### src/design/ook_pwm_gap_decoder_top_assert.svh
// Assertion macros for the OOK pulse-width gap decoder
`ifndef OOK_PWM_GAP_DECODER_TOP_ASSERT_SVH
`define OOK_PWM_GAP_DECODER_TOP_ASSERT_SVH

// same-cycle implication
`define OPGD_ASSERT_IMP(label, ante, cons) \
    label: assert property (@(posedge clk) disable iff (!rst_n) (ante) |-> (cons)) \
        else $error("opgd assertion failed");

// next-cycle implication
`define OPGD_ASSERT_NEXT(label, ante, cons) \
    label: assert property (@(posedge clk) disable iff (!rst_n) (ante) |=> (cons)) \
        else $error("opgd assertion failed");

`endif

### src/design/opgd_pkg.sv
// Shared types and constants for the OOK pulse-width gap decoder
`timescale 1ns / 1ps

package opgd_pkg;

    localparam int DUR_W  = 16;
    localparam int CFG_W  = 16;
    localparam int IDX_W  = 3;
    localparam int EDGE_W = 10;
    localparam int CNT_W  = 10;
    localparam int BIT_W  = 7;
    localparam int CODE_W = 24;

    localparam logic [IDX_W-1:0] REG_SHORT_MIN     = 3'd0;
    localparam logic [IDX_W-1:0] REG_SHORT_MAX     = 3'd1;
    localparam logic [IDX_W-1:0] REG_LONG_LO       = 3'd2;
    localparam logic [IDX_W-1:0] REG_LONG_HI       = 3'd3;
    localparam logic [IDX_W-1:0] REG_SYNC_MIN      = 3'd4;
    localparam logic [IDX_W-1:0] REG_SYNC_MAX      = 3'd5;
    localparam logic [IDX_W-1:0] REG_GAP_RESET_MIN = 3'd6;
    localparam logic [IDX_W-1:0] REG_GAP_RESET_MAX = 3'd7;

    localparam logic [CFG_W-1:0] SHORT_MIN_RST     = 16'd350;
    localparam logic [CFG_W-1:0] SHORT_MAX_RST     = 16'd750;
    localparam logic [CFG_W-1:0] LONG_LO_RST       = 16'd1150;
    localparam logic [CFG_W-1:0] LONG_HI_RST       = 16'd1800;
    localparam logic [CFG_W-1:0] SYNC_MIN_RST      = 16'd3800;
    localparam logic [CFG_W-1:0] SYNC_MAX_RST      = 16'd5200;
    localparam logic [CFG_W-1:0] GAP_RESET_MIN_RST = 16'd7500;
    localparam logic [CFG_W-1:0] GAP_RESET_MAX_RST = 16'd10000;

    localparam logic [DUR_W-1:0] DUR_SATURATED = 16'hFFFF;

    localparam logic [EDGE_W-1:0] EDGE_LIMIT = 10'd512;
    localparam logic [CNT_W-1:0]  CNT_MAX    = 10'd1023;
    localparam logic [BIT_W-1:0]  MAX_BITS   = 7'd64;

    localparam logic [EDGE_W-1:0] EDGES_MIN  = 10'd30;
    localparam logic [EDGE_W-1:0] EDGES_MAX  = 10'd95;
    localparam logic [CNT_W-1:0]  SHORTS_MIN = 10'd18;
    localparam logic [CNT_W-1:0]  LONGS_MIN  = 10'd6;
    localparam logic [BIT_W-1:0]  BITS_MIN   = 7'd24;
    localparam logic [BIT_W-1:0]  BITS_MAX   = 7'd40;

    // queue depth, a power of two
    localparam int QDEPTH = 2;
    localparam int QPTR_W = $clog2(QDEPTH);
    localparam int QCNT_W = $clog2(QDEPTH + 1);

    typedef struct packed {
        logic [DUR_W-1:0] duration;
        logic             last_edge;
    } in_item_t;

    typedef struct packed {
        logic              packet_valid;
        logic [BIT_W-1:0]  bits_decoded;
        logic [CODE_W-1:0] code_low24;
        logic [EDGE_W-1:0] edges_seen;
    } out_item_t;

    typedef struct packed {
        logic [CFG_W-1:0] short_min;
        logic [CFG_W-1:0] short_max;
        logic [CFG_W-1:0] long_lo;
        logic [CFG_W-1:0] long_hi;
        logic [CFG_W-1:0] sync_min;
        logic [CFG_W-1:0] sync_max;
        logic [CFG_W-1:0] gap_reset_min;
        logic [CFG_W-1:0] gap_reset_max;
    } cfg_t;

    typedef struct packed {
        logic last_edge;
        logic in_short;
        logic in_long;
        logic in_sync;
        logic cls_long;
        logic cls_sync_reset;
    } cls_t;

    typedef struct packed {
        logic full;
        logic empty;
    } q_status_t;

endpackage

### src/design/opgd_front.sv
// Front end: configuration registers and edge classifier
`timescale 1ns / 1ps

module opgd_front
    import opgd_pkg::*;
(
    input  logic              clk,
    input  logic              rst_n,
    input  logic              cfg_we,
    input  logic [IDX_W-1:0]  cfg_index,
    input  logic [CFG_W-1:0]  cfg_data,
    input  in_item_t          item,
    output cls_t              cls
);

    cfg_t cfg_reg;
    cfg_t cfg_next;

    logic in_short;
    logic in_long;
    logic in_sync;
    logic in_reset;

    always_comb
    begin
        cfg_next = cfg_reg;
        if (cfg_we)
        begin
            case (cfg_index)
                REG_SHORT_MIN:     cfg_next.short_min     = cfg_data;
                REG_SHORT_MAX:     cfg_next.short_max     = cfg_data;
                REG_LONG_LO:       cfg_next.long_lo       = cfg_data;
                REG_LONG_HI:       cfg_next.long_hi       = cfg_data;
                REG_SYNC_MIN:      cfg_next.sync_min      = cfg_data;
                REG_SYNC_MAX:      cfg_next.sync_max      = cfg_data;
                REG_GAP_RESET_MIN: cfg_next.gap_reset_min = cfg_data;
                REG_GAP_RESET_MAX: cfg_next.gap_reset_max = cfg_data;
                default:           cfg_next = cfg_reg;
            endcase
        end
    end

    always_ff @(posedge clk or negedge rst_n)
    begin
        if (!rst_n)
        begin
            cfg_reg.short_min     <= SHORT_MIN_RST;
            cfg_reg.short_max     <= SHORT_MAX_RST;
            cfg_reg.long_lo       <= LONG_LO_RST;
            cfg_reg.long_hi       <= LONG_HI_RST;
            cfg_reg.sync_min      <= SYNC_MIN_RST;
            cfg_reg.sync_max      <= SYNC_MAX_RST;
            cfg_reg.gap_reset_min <= GAP_RESET_MIN_RST;
            cfg_reg.gap_reset_max <= GAP_RESET_MAX_RST;
        end
        else
        begin
            cfg_reg <= cfg_next;
        end
    end

    always_comb
    begin
        in_short = (item.duration >= cfg_reg.short_min) && (item.duration <= cfg_reg.short_max);
        in_long  = (item.duration >= cfg_reg.long_lo) && (item.duration <= cfg_reg.long_hi);
        in_sync  = (item.duration >= cfg_reg.sync_min) && (item.duration <= cfg_reg.sync_max);
        in_reset = ((item.duration >= cfg_reg.gap_reset_min)
                    && (item.duration <= cfg_reg.gap_reset_max))
                   || (item.duration == DUR_SATURATED);

        cls.last_edge      = item.last_edge;
        cls.in_short       = in_short;
        cls.in_long        = in_long;
        cls.in_sync        = in_sync;
        cls.cls_long       = in_long && !in_short;
        cls.cls_sync_reset = !in_short && !in_long && (in_sync || in_reset);
    end

endmodule

### src/design/opgd_queue.sv
// Short queue of classified edges between front and back end
`timescale 1ns / 1ps

module opgd_queue
    import opgd_pkg::*;
(
    input  logic      clk,
    input  logic      rst_n,
    input  logic      push,
    input  cls_t      push_data,
    input  logic      pop,
    output cls_t      head,
    output q_status_t status
);

    cls_t              mem_reg [QDEPTH];
    logic [QPTR_W-1:0] wr_ptr_reg;
    logic [QPTR_W-1:0] rd_ptr_reg;
    logic [QCNT_W-1:0] count_reg;
    logic [QCNT_W-1:0] count_next;

    always_comb
    begin
        count_next = count_reg;
        if (push && !pop)
        begin
            count_next = count_reg + QCNT_W'(1);
        end
        else if (pop && !push)
        begin
            count_next = count_reg - QCNT_W'(1);
        end
    end

    always_ff @(posedge clk or negedge rst_n)
    begin
        if (!rst_n)
        begin
            wr_ptr_reg <= '0;
            rd_ptr_reg <= '0;
            count_reg  <= '0;
        end
        else
        begin
            count_reg <= count_next;
            if (push)
            begin
                wr_ptr_reg <= wr_ptr_reg + QPTR_W'(1);
            end
            if (pop)
            begin
                rd_ptr_reg <= rd_ptr_reg + QPTR_W'(1);
            end
        end
    end

    always_ff @(posedge clk)
    begin
        if (push)
        begin
            mem_reg[wr_ptr_reg] <= push_data;
        end
    end

    assign head         = mem_reg[rd_ptr_reg];
    assign status.full  = (count_reg == QCNT_W'(QDEPTH));
    assign status.empty = (count_reg == '0);

endmodule

### src/design/opgd_back.sv
// Back end: screening counters, pulse/gap bit decoder and result register
`timescale 1ns / 1ps

module opgd_back
    import opgd_pkg::*;
(
    input  logic      clk,
    input  logic      rst_n,
    input  cls_t      head,
    input  logic      q_empty,
    output logic      pop,
    output logic      out_valid,
    input  logic      out_stall,
    output out_item_t out_data
);

    localparam logic [1:0] PH_HUNT_SYNC  = 2'd0;
    localparam logic [1:0] PH_HUNT_SHORT = 2'd1;
    localparam logic [1:0] PH_DECODE     = 2'd2;
    localparam logic [1:0] PH_STOP       = 2'd3;

    logic [EDGE_W-1:0] edge_reg,    edge_next;
    logic [CNT_W-1:0]  short_reg,   short_next;
    logic [CNT_W-1:0]  long_reg,    long_next;
    logic              sr_seen_reg, sr_seen_next;
    logic [1:0]        phase_reg,   phase_next;
    logic              pending_reg, pending_next;
    logic              failed_reg,  failed_next;
    logic [BIT_W-1:0]  bits_reg,    bits_next;
    logic [CODE_W-1:0] code_reg,    code_next;

    logic              out_valid_reg;
    out_item_t         out_data_reg;
    out_item_t         result;
    logic              emit;

    assign pop  = !q_empty && (!head.last_edge || !out_valid_reg || !out_stall);
    assign emit = pop && head.last_edge;

    always_comb
    begin
        edge_next    = (edge_reg < EDGE_LIMIT) ? edge_reg + EDGE_W'(1) : edge_reg;
        short_next   = (head.in_short && short_reg < CNT_MAX) ? short_reg + CNT_W'(1) : short_reg;
        long_next    = (head.cls_long && long_reg < CNT_MAX) ? long_reg + CNT_W'(1) : long_reg;
        sr_seen_next = sr_seen_reg || head.cls_sync_reset;
        phase_next   = phase_reg;
        pending_next = pending_reg;
        failed_next  = failed_reg;
        bits_next    = bits_reg;
        code_next    = code_reg;

        case (phase_reg)
            PH_HUNT_SYNC:
            begin
                if (head.in_sync)
                begin
                    phase_next = PH_HUNT_SHORT;
                end
            end
            PH_HUNT_SHORT:
            begin
                if (head.in_short)
                begin
                    phase_next = PH_DECODE;
                    if (!head.last_edge)
                    begin
                        pending_next = 1'b1;
                    end
                end
            end
            PH_DECODE:
            begin
                if (!pending_reg)
                begin
                    if (!head.last_edge)
                    begin
                        if (!head.in_short)
                        begin
                            failed_next = 1'b1;
                            phase_next  = PH_STOP;
                        end
                        else
                        begin
                            pending_next = 1'b1;
                        end
                    end
                end
                else
                begin
                    pending_next = 1'b0;
                    if (head.in_short || head.in_long)
                    begin
                        code_next = {code_reg[CODE_W-2:0], !head.in_short};
                        bits_next = bits_reg + BIT_W'(1);
                        if (bits_next >= MAX_BITS)
                        begin
                            phase_next = PH_STOP;
                        end
                    end
                    else
                    begin
                        failed_next = 1'b1;
                        phase_next  = PH_STOP;
                    end
                end
            end
            default:
            begin
                phase_next = phase_reg;
            end
        endcase

        result.packet_valid = (edge_next >= EDGES_MIN) && (edge_next <= EDGES_MAX)
                              && (short_next >= SHORTS_MIN) && (long_next >= LONGS_MIN)
                              && sr_seen_next && !failed_next
                              && (bits_next >= BITS_MIN) && (bits_next <= BITS_MAX);
        result.bits_decoded = bits_next;
        result.code_low24   = code_next;
        result.edges_seen   = edge_next;
    end

    always_ff @(posedge clk or negedge rst_n)
    begin
        if (!rst_n)
        begin
            edge_reg    <= '0;
            short_reg   <= '0;
            long_reg    <= '0;
            sr_seen_reg <= 1'b0;
            phase_reg   <= PH_HUNT_SYNC;
            pending_reg <= 1'b0;
            failed_reg  <= 1'b0;
            bits_reg    <= '0;
            code_reg    <= '0;
        end
        else if (pop)
        begin
            if (head.last_edge)
            begin
                edge_reg    <= '0;
                short_reg   <= '0;
                long_reg    <= '0;
                sr_seen_reg <= 1'b0;
                phase_reg   <= PH_HUNT_SYNC;
                pending_reg <= 1'b0;
                failed_reg  <= 1'b0;
                bits_reg    <= '0;
                code_reg    <= '0;
            end
            else
            begin
                edge_reg    <= edge_next;
                short_reg   <= short_next;
                long_reg    <= long_next;
                sr_seen_reg <= sr_seen_next;
                phase_reg   <= phase_next;
                pending_reg <= pending_next;
                failed_reg  <= failed_next;
                bits_reg    <= bits_next;
                code_reg    <= code_next;
            end
        end
    end

    always_ff @(posedge clk or negedge rst_n)
    begin
        if (!rst_n)
        begin
            out_valid_reg <= 1'b0;
        end
        else if (emit)
        begin
            out_valid_reg <= 1'b1;
        end
        else if (!out_stall)
        begin
            out_valid_reg <= 1'b0;
        end
    end

    always_ff @(posedge clk)
    begin
        if (emit)
        begin
            out_data_reg <= result;
        end
    end

    assign out_valid = out_valid_reg;
    assign out_data  = out_data_reg;

endmodule

### src/design/ook_pwm_gap_decoder_top.sv
// Top level of the OOK pulse-width gap decoder
//
//   channel   direction  handshake             payload
//   in        input      in_valid / in_stall   in_data (duration, last_edge)
//   out       output     out_valid / out_stall out_data (valid, bits, code, edges)
//   cfg       input      cfg_we                cfg_index, cfg_data
//
// One edge item per cycle while in_stall is low: classify as the item enters the queue,
// update decoder state as it leaves, at the earliest on the edge after acceptance.
// A last_edge item's result shows on out_valid right after that edge.
// A two-entry queue lets the front keep accepting while a result waits on out_stall;
// in_stall rises only once the queue fills behind a held result.
// Reset restores the default ranges and clears all decoder state.
`timescale 1ns / 1ps

`include "ook_pwm_gap_decoder_top_assert.svh"

module ook_pwm_gap_decoder_top
    import opgd_pkg::*;
(
    input  logic             clk,
    input  logic             rst_n,
    input  logic             cfg_we,
    input  logic [IDX_W-1:0] cfg_index,
    input  logic [CFG_W-1:0] cfg_data,
    input  logic             in_valid,
    output logic             in_stall,
    input  in_item_t         in_data,
    output logic             out_valid,
    input  logic             out_stall,
    output out_item_t        out_data
);

    cls_t      front_cls;
    cls_t      q_head;
    q_status_t q_status;
    logic      push;
    logic      pop;

    assign in_stall = q_status.full;
    assign push     = in_valid && !in_stall;

    opgd_front u_front (
        .clk       (clk),
        .rst_n     (rst_n),
        .cfg_we    (cfg_we),
        .cfg_index (cfg_index),
        .cfg_data  (cfg_data),
        .item      (in_data),
        .cls       (front_cls)
    );

    opgd_queue u_queue (
        .clk       (clk),
        .rst_n     (rst_n),
        .push      (push),
        .push_data (front_cls),
        .pop       (pop),
        .head      (q_head),
        .status    (q_status)
    );

    opgd_back u_back (
        .clk       (clk),
        .rst_n     (rst_n),
        .head      (q_head),
        .q_empty   (q_status.empty),
        .pop       (pop),
        .out_valid (out_valid),
        .out_stall (out_stall),
        .out_data  (out_data)
    );

    `OPGD_ASSERT_IMP(a_no_pop_empty, pop, !q_status.empty)
    `OPGD_ASSERT_IMP(a_valid_bits_range, out_valid && out_data.packet_valid,
        out_data.bits_decoded >= BITS_MIN && out_data.bits_decoded <= BITS_MAX)
    `OPGD_ASSERT_IMP(a_edges_sat, out_valid, out_data.edges_seen <= EDGE_LIMIT)
    `OPGD_ASSERT_NEXT(a_push_count, push && !pop && !q_status.full, !q_status.empty)

endmodule

### config.mk
export PLATFORM = sky130hd
export DESIGN_NAME = ook_pwm_gap_decoder_top
export DESIGN_NICKNAME = d
export VERILOG_FILES = /design/src/design/opgd_pkg.sv /design/src/design/opgd_front.sv /design/src/design/opgd_queue.sv /design/src/design/opgd_back.sv /design/src/design/ook_pwm_gap_decoder_top.sv
export VERILOG_INCLUDE_DIRS = /design/src /design/src/design
export SDC_FILE = /design/constraint.sdc
export NUM_CORES = 1
export LEC_CHECK = 0
export BUFFER_PORTS_ARGS = -buffer_cell sky130_fd_sc_hd__buf_2
export CAP_MARGIN = 20
export CORE_ASPECT_RATIO = 0.75
export CORE_MARGIN = 10
export CORE_UTILIZATION = 30
export DETAILED_ROUTE_END_ITERATION = 16
export HOLD_SLACK_MARGIN = 0.15
export PLACE_DENSITY = 0.56
export SLEW_MARGIN = 20
export SYNTH_ARGS = -nofsm -noshare
export SYNTH_HDL_FRONTEND = slang
export SYNTH_SLANG_ARGS = --single-unit
### constraint.sdc
create_clock -name clk -period 9.7 [get_ports clk]
set_input_delay 1.94 -clock clk [delete_from_list [all_inputs] [get_ports clk]]
set_output_delay 1.94 -clock clk [all_outputs]
set_load 0.02 [all_outputs]
### Word level (Yosys, flattened, before mapping)

Memories as Yosys holds them, arrays and structs flattened.
Index checks and enable logic that the tools add are counted.

* reductions and logical operators: 54
* equality and inequality tests: 16
* add/subtract/negate cells: 8
* muxes and demuxes: 40
* order comparisons: 18

Operators with widths (count)
* 2-to-1 mux 24 bit: 4
* greater-or-equal comparator 16 bit: 4
* less-or-equal comparator 16 bit: 4
* 2-to-1 mux 10 bit: 6
* adder 10 x 1 -> 10 bit, second input constant: 3
* < comparator 10 bit, second input constant: 3
* 2-to-1 mux 7 bit: 4
* logical AND 1 bit: 21
* greater-or-equal comparator 10 x 5 -> 1 bit, second input constant: 2
* 2-to-1 mux 2 bit: 9
* == test 16 bit, second input constant: 1
* AND reduction 2 bit: 8
* 2-to-1 mux 1 bit: 15
* == test 3 bit, second input constant: 4
* logical NOT 1 bit: 11
* greater-or-equal comparator 10 x 3 -> 1 bit, second input constant: 1
* less-or-equal comparator 10 x 7 -> 1 bit, second input constant: 1
* adder 7 x 1 -> 7 bit, second input constant: 1
* greater-or-equal comparator 7 x 5 -> 1 bit, second input constant: 1
* greater-or-equal comparator 7 bit, second input constant: 1
* less-or-equal comparator 7 x 6 -> 1 bit, second input constant: 1
* == test 3 x 2 -> 1 bit, second input constant: 2
* logical OR 1 bit: 6
* one-hot mux 2 bit (3 select lines): 1
* 19 further kinds: 22

* input port bits: 41
* bits in writable memories: 12
* memories kept: 1
* bits in registers: 241
* output and inout bits: 44
* word-level logic and storage cells: 162

Memory list
* u_queue.mem_reg: words 2, bits a word 6, read ports 1, clocked after memory_dff 0, write ports 1, line opgd_queue.sv:16 `cls_t mem_reg [QDEPTH];`

### Longest topological paths before layout

Gate-level depths: netlist (run 1).

* word-level depth: 10
* depth in mapped cells: 10
* depth with buffers taken out: 10

### Hierarchy

From an unflattened synthesis (run 1), not the netlist that was laid out.

* cells, all modules: 1404
* area total of the unflattened synthesis: 14219.9 µm²

By module, submodules not included
* opgd_front: sequential area each 3261.9 µm², area each 7931.4 µm², instances 1, cells each 798
* opgd_back: sequential area each 2937.8 µm², area each 5646.7 µm², instances 1, cells each 570
* opgd_queue: sequential area each 460.4 µm², area each 628.1 µm², instances 1, cells each 35
* ook_pwm_gap_decoder_top: sequential area each 0.0 µm², area each 13.8 µm², instances 1, cells each 1

### Worst setup path before layout (run 1)

Ideal clock, no wire load.

* path type: input port to flip-flop
* start point: input port out_stall
* end point: register u_back.out_data_reg (netlist bit u_back.out_data[0]) (enable)
* cell stages on the path: 3
* data arrival time: 4.139 ns
* required time: 9.256 ns
* library setup time: 0.444 ns
* path buffers: 0
* path slack: 5.117 ns
* path through: a31oi_1 inv_2 nor2_1

* word-level cells in the longest chain between the ends: 4

RTL lines
* from (decl): line ook_pwm_gap_decoder_top.sv:30 `input logic out_stall,`
* logical NOT 1 bit: line opgd_back.sv:37 `assign pop = !q_empty && (!head.last_edge || !out_valid_reg || !out_stall);`
* logical OR 1 bit: line opgd_back.sv:37
* logical AND 1 bit: line opgd_back.sv:37
* logical AND 1 bit: line opgd_back.sv:38 `assign emit = pop && head.last_edge;`
* net u_back.emit: line opgd_back.sv:35 `logic emit;`
* to (signal assigned): line opgd_back.sv:185 `out_data_reg <= result;`
* to (decl): line opgd_back.sv:33 `out_item_t out_data_reg;`

The timed path passes the listed nets, and every way through them passes these cells.
A chain may end at the register's enable or synchronous reset.

==> metrics.md, run 1 <==
| Metric | Value |
|---|---|
| Result of the run | complete, no violations |
| Number of nets produced by synthesis | roughly 1.5k |
| Unrepaired setup endpoints after global routing | no |
| Compound-gate portion of the synthesized area | 0.1295 |
| Req. time, crit path | roughly 10,000 ps |
| CTS tree | done |
| Finished layout cell area | around 16,000 sq um |
| Die span in y | 205.2 um |
| Number of cell rows | 67 |
| Register bit total from synthesis | between 200 and 300 |
| Arrival time of data at the critical path endpoint | 4220 ps |
| Area of the core region | approximately 45,000 sq um |
| Resized cells post-CTS | 0 |
| Setup violations, final | 0 |
| Sequential Area | around 6700 sq um |
| Number of endpoints with negative hold slack in the final report | 0 |
| Maximum VDD drop | 0.1300 mV |
| IO buf count | 84 |
| Max Clock Freq | around 260 MHz |
| Worst slew slack as a fraction of its limit | 0.3138 |
| Vias/cell | approximately 5.0 |
| Count of hold buffers inserted by post-cts repair | 0 |
| Max clock buf depth | 3 |
| Worst slew pin tran | 1024 ps |
| Critical path type | in2reg |
| Number of filler instances in the final layout | 4,501 |
| Mapped Area | roughly 14,000 sq um |
| Synthesized-area fraction occupied by xor and xnor cells | 0.01532 |
| Post-synthesis sequential area ratio | 0.4855 |
| Number of flip-flops in the largest register | 128 |
| Grt total ovfl | 0 |
| Antenna Nets Post-Route | 0 |
| Total power per unit cell area | 237.3 nW/um^2 |
| Clock tree root driver cell | clkbuf_16 |
| Origin of the worst min-delay path | u_front.cfg_reg[83] |
| Global Route Usage Sum | 0.1321 |
| Initial cell density of the core | 0.3053 |
| Startpoint of the most critical setup path | in_data[1] |
| Gate count of the mapped netlist | roughly 1.3k |
| Mapped Avg Cell Area | 10.66 sq um |
| Leakage power total | 7.141 nW |
| Placed cell area | 14,860 sq um |
| Yosys cell types | between 70 and 80 |
| Number of synthesized flops with an enable pin | 54 |
| CTS H-tree depth | 1 |
| Num ports | 85 |
| Area growth syn-to-layout | 15.54% |
| Hold WC Path Type | reg2reg |
| Gp weighted congestion | slightly below 0.9 |
| Sum of negative setup slack | 0 ps |
| Multiplexer share of the synthesized area | 0.08509 |
| Layout Nets | between 1.5k and 2k |
| Crit. End Element | flip-flop |
| Total power | roughly 3.8 mW |
| Detailed placement HPWL | 25.10 mm |
| First-pass GRT wire length | around 58 mm |
| Routed len/inst | roughly 18 um |
| Largest net degree at the start of global routing | 73 |
| Element type at the critical path start | primary input |
| DRC violation total after the first TritonRoute iteration | 773 |
| Maximum Capacitance Violations | 0 |
| # DRC | 0 |
| Final cycle utilization of the critical path | 0.4023 |
| Number of warning messages in the yosys log | 0 |
| Routed vias | ~10k |
| Skew-Pair Late Insertion Delay | between 500 and 600 ps |
| Fraction of final layout cells sized beyond drive strength 1 | 0.2016 |
| Setup Fix Bufs, Post-CTS | 0 |
| Antenna violations before repair | 2 |
| Dominant combinational cell family by area after synthesis | compound AO/OA/AOI/OAI gates |
| Width of the die | approximately 270 um |
| Vias in the first global route | just over 10k |
| Share of synthesized flip-flops with an asynchronous set or reset | 0.7866 |
| Largest fanout on the critical path | 8 |
| Post-synthesis simple-gate area fraction | 0.1086 |
| Final worst clock skew | 17.47 ps |
| Fin crit period | around 3900 ps |
| Sinks on the clock net | between 200 and 300 |
| Count of pins over their slew limit | 0 |
| Die area | 54,770 sq um |
| Prevailing post-synth register cell | dfrtp_1 |
| Number of buffers created by CTS | 29 |
| Clock transition at path regs | approximately 70 ps |
| DRT Wirelength | roughly 36 mm |
| Reg2Reg Launch Point | u_queue.rd_ptr_reg |
| Multi-input logic area | roughly 6400 sq um |
| Router iterations before antenna repair | 5 |
| Fraction of the mapped netlist area in adder cells | 0.1249 |
## power by group
part	switching, mW	total [mW]	internal [mW]
logic	0.742	1.14	0.397
clock network	0.478	1.13	0.653
registers	0.114	1.49	1.38
## cells by family (layout without fill, tap and decap cells)
family,Yosys count,count (layout)
other,0,2
AOI/OAI and AO/OA,282,282
xor gates and xnor gates,24,24
buffers and inverters,184,291
adders and majority gates,137,137
muxes,104,104
DFF,253,253
and+or+nand+nor,303,303
## synth_stat cells, drive strengths merged (5+ instances only)
cell type  number  area share
dfrtp         152        0.28
nor3           20      0.0073
ha            137        0.12
and3           14      0.0067
nand2b          9      0.0041
o21ai         127       0.046
nand3          23      0.0084
xor2           12      0.0077
o21a            5      0.0027
o211ai          5      0.0027
a22o           30       0.019
and2            5      0.0023
dfstp          47       0.090
nand2         130       0.036
clkbuf         39       0.011
xnor2          12      0.0077
nor4           11      0.0066
a31oi          12      0.0059
edfxtp         54        0.12
a211oi         10      0.0058
nand4          33       0.015
a211o           5      0.0032
a21oi          44       0.016
mux2i           6      0.0044
nor2           36      0.0098
inv           138       0.038
a21o            5      0.0027
mux2           98       0.081
buf             6      0.0024
## per-layer routing
layer  GRT usage  up-vias  wire length, um
li1            -     4797                -
met1      0.1902     4798            17810
met2      0.1917      204            14940
met3     0.03388       56             2433
met4     0.03625        0              909
met5           0        -                0
## worst max-delay path, stage by stage
cell and delay [ps]:
buf_2 110, inv_1 270, ha_1 290, nand2b_1 140, a2111oi_0 390, nor3_1 110
o31ai_1 260, a31oi_1 120, a2bb2oi_1 180, o311a_1 400
## stage by stage
stage                     worst slack (ps)  cells    util  hold WS (ps)
after detailed placement              5190   1926  0.3306         486.1
after CTS                             5805   1980  0.3527         494.7
after global placement                5258   1926  0.3306         477.5
final                                 5797   1982  0.3528         496.8
after global routing                  5508   1980  0.3527         516.1
after floorplan                       5117   1287       -         454.7
## path summary, 6_finish.rpt
check	slack, ps	to	cells past startpoint
min in group asynchronous	1350	u_front.cfg_reg[65]	1
worst min-delay path	500	u_front.cfg_reg[83]	2
worst min register to register	500	u_front.cfg_reg[83]	2
max in group asynchronous	6960	u_back.long_reg[7]	2
worst max register to register	6540	u_queue.count_reg[1]	9
worst max-delay path	5800	u_queue.mem_reg[0][0]	10
## cell usage in the layout (no fill, tap or decap), drive strengths merged, types with 6 or more instances in the layout
cell,n
o21ai,127
xnor2,12
and3,14
nand2b,9
nand2,130
a31oi,12
nor4,11
mux2i,6
a21oi,44
clkinv,13
buf,97
a211oi,10
dfrtp,152
xor2,12
nor2,36
dfstp,47
edfxtp,54
clkbuf,36
a22o,30
nand3,23
nand4,33
mux2,98
nor3,20
inv,139
ha,137
## area by class of cell
cell class | count | area share
repair buffers | 98 | 0.03370
inverters | 139 | 0.03291
clock inverters | 19 | 0.01129
diodes | 2 | 0.0003157
multi-input cells | 850 | 0.4042
flip-flops and latches | 253 | 0.4202
clock buffers | 35 | 0.05115
well taps | 586 | 0.04625
No activity file was read; power rests on OpenSTA's default activity.
==> run 2, diff against run 1 <==
Settings changed: PLACE_DENSITY 0.56 to 0.58.
Clock period 9.7 ns to 3.18 ns, I/O delays scaled along.
==> metrics.md, run 2 (synthesis gave the netlist of run 1 again) <==
| Metric | Value |
|---|---|
| Arrival time of data at the critical path endpoint | 3220 ps (was 4220 ps) |
| Area of the core region | 44,930 sq um (unchanged) |
| Routed len/inst | 18.16 um (was 18.21 um) |
| Die area | 54,770 sq um (unchanged) |
| Maximum VDD drop | 0.3990 mV (was 0.1300 mV) |
| Largest stage delay, worst path | 410 ps (was 400 ps) |
| Met1 track demand over resource in global routing | 0.1874 (was 0.1902) |
| Global route hottest layer | met2 (unchanged) |
| Vias in the first global route | 9,859 (was 10.07k) |
| Depth of the most critical reg-to-reg path | 8 (was 9) |
| Num ports | 85 (unchanged) |
| IO buf count | 84 (unchanged) |
| DRC violation total after the first TritonRoute iteration | 758 (was 773) |
| Number of flip-flops in the largest register | 128 (unchanged) |
| Leakage power total | 7.218 nW (was 7.141 nW) |
| Router iterations before antenna repair | 5 (unchanged) |
| Routed vias | 9,944 (was 9,855) |
| Most frequent standard cell in the layout excluding fill and tap cells | dfrtp_1 (unchanged) |
| Antenna violations before repair | 2 (unchanged) |
| Global Route Usage Sum | 0.1306 (was 0.1321) |
| Unrepaired setup endpoints after global routing | no (unchanged) |
| Commonest cells after routing, fill and taps aside | dfrtp_1 (152), inv_1 (137), ha_1 (137), nand2_1 (130), buf_2 (83) (unchanged) |
| Initial cell density of the core | 0.3053 (unchanged) |
| # DRC | 0 (unchanged) |
| Maximum Capacitance Violations | 0 (unchanged) |
| Worst slew slack as a fraction of its limit | 0.5069 (was 0.3138) |
| Critical path type | reg2reg (was in2reg) |
| Count of buffer and inverter cells on the critical path | 0 (was 2) |
| Element type at the critical path start | flip-flop (was primary input) |
| Skew-Pair Late Insertion Delay | 580 ps (about the same) |
| Max clock buf depth | 3 (unchanged) |
| Sum of negative setup slack | 0 ps (unchanged) |
| Stages on worst setup path | 8 (was 10) |
| Setup violations, final | 0 (unchanged) |
| Hold WC Path Type | in2reg (was reg2reg) |
| Finished layout cell area | 15,970 sq um (was 15,850 sq um) |
| Number of cells on the worst hold path | 1 (was 2) |
| Number of buffers created by CTS | 28 (was 29) |
| Final worst clock skew | 32.85 ps (was 17.47 ps) |
| Crit. End Element | flip-flop (unchanged) |
| Critical-path top delay cell | dfrtp_1 (was o311a_1) |
| Number of endpoints with negative hold slack in the final report | 0 (unchanged) |
| Vias/cell | 4.984 (was 4.972) |
| Layout Nets | 1,564 (was 1,549) |
| Worst slew pin tran | 735.8 ps (was 1024 ps) |
| Fin crit period | roughly 2900 ps |
| Antenna Nets Post-Route | 0 (unchanged) |
| Resized cells post-CTS | 0 (unchanged) |
| Total power | 11.52 mW (was 3.762 mW) |
| Placed cell area | 15,000 sq um (was 14,860 sq um) |
| Gp weighted congestion | 0.9321 (was 0.8752) |
| Grt total ovfl | 0 (unchanged) |
| Max Clock Freq | approximately 340 MHz |
| Clock transition at path regs | 60 ps (was 70 ps) |
| Area growth syn-to-layout | 16.43% (was 15.54%) |
| Top cell family by delay on the critical path | simple AND/OR/NAND/NOR gates (was compound AO/OA/AOI/OAI gates) |
| Count of pins over their slew limit | 0 (unchanged) |
| Largest fanout on the critical path | 6 (was 8) |
| Result of the run | complete, no violations (unchanged) |
| Number of cell rows | 67 (unchanged) |
| Width of the die | 266.9 um (unchanged) |
| Total power per unit cell area | 720.9 nW/um^2 (was 237.3 nW/um^2) |
| CTS tree | done (unchanged) |
| Global-route track usage on met3 | 0.03650 (was 0.03388) |
| Req. time, crit path | 3490 ps (was 10,020 ps) |
| Largest net degree at the start of global routing | 90 (was 73) |
| Global-route track usage on met2 | 0.1917 (unchanged) |
| DRT Wirelength | 36.22 mm (was 36.10 mm) |
| Clock tree root driver cell | clkbuf_16 (unchanged) |
| Fraction of final layout cells sized beyond drive strength 1 | 0.2053 (was 0.2016) |
| Cell chain of the critical path | ha_1 > and3_4 > a41o_4 > nor4_4 > mux2_4 > a2bb2oi_1 > or3_1 > and4_1 (was buf_2 > inv_1 > ha_1 > nand2b_1 > a2111oi_0 > nor3_1 > o31ai_1 > a31oi_1 > a2bb2oi_1 > o311a_1) |
| First-pass GRT wire length | 57.12 mm (was 57.81 mm) |
| CTS H-tree depth | 1 (unchanged) |
| Detailed placement HPWL | 25.43 mm (was 25.10 mm) |
| Sinks on the clock net | 253 (unchanged) |
| Die span in y | 205.2 um (unchanged) |
| Final cycle utilization of the critical path | 0.9126 |
run 2: layout make-up:
class                   instances  area (sq um)
clock buffers                  36         740.7
inverters                     139         521.8
clock inverters                16         210.2
repair buffers                114         698.2
multi-input cells             850          6407
flip-flops and latches        253          6660
well taps                     586         733.2
diodes                          1         2.502
fillers                      4470         28960
run 2: metrics by stage:
step	worst slack (ps)	utilization	hold slack, ps	instances
after floorplan	323.2	-	340.4	1287
after global placement	207.9	0.3338	476.1	1940
after detailed placement	141.1	0.3338	483.7	1940
after CTS	266.0	0.3552	216.5	1993
after global routing	85.67	0.3555	230.2	1994
final	277.9	0.3555	247.5	1995
run 2: timing repair:
action / in CTS / in global routing
hold endpoints to repair: 25 / 0
hold buffers: 1 / 0
buffers inserted: 0 / 0
setup endpoints to repair: 0 / 0
run 2: power breakdown:
group	switching, mW	internal [mW]
logic	2.33	1.29
clock network	1.39	1.98
registers	0.327	4.20
total	4.05	7.47
run 2: metal layers:
| layer | routed length, um | vias to the layer above |
|---|---|---|
| met3 | 2485 | 48 |
| li1 | - | 4831 |
| met5 | 13 | - |
| met4 | 705 | 2 |
| met1 | 17790 | 4858 |
| met2 | 15230 | 205 |
run 2: worst paths after layout:
path	from	to	slack, ps
worst max-delay path	u_back.long_reg[0]	u_back.out_data[41]	280
worst min-delay path	in_data[0]	u_queue.mem_reg[1][5]	250
worst max register to register	u_back.long_reg[0]	u_back.out_data[41]	280
worst min register to register	u_front.cfg_reg[84]	u_front.cfg_reg[84]	490
max in group asynchronous	rst_n	u_front.cfg_reg[74]	1720
min in group asynchronous	rst_n	u_back.long_reg[3]	600
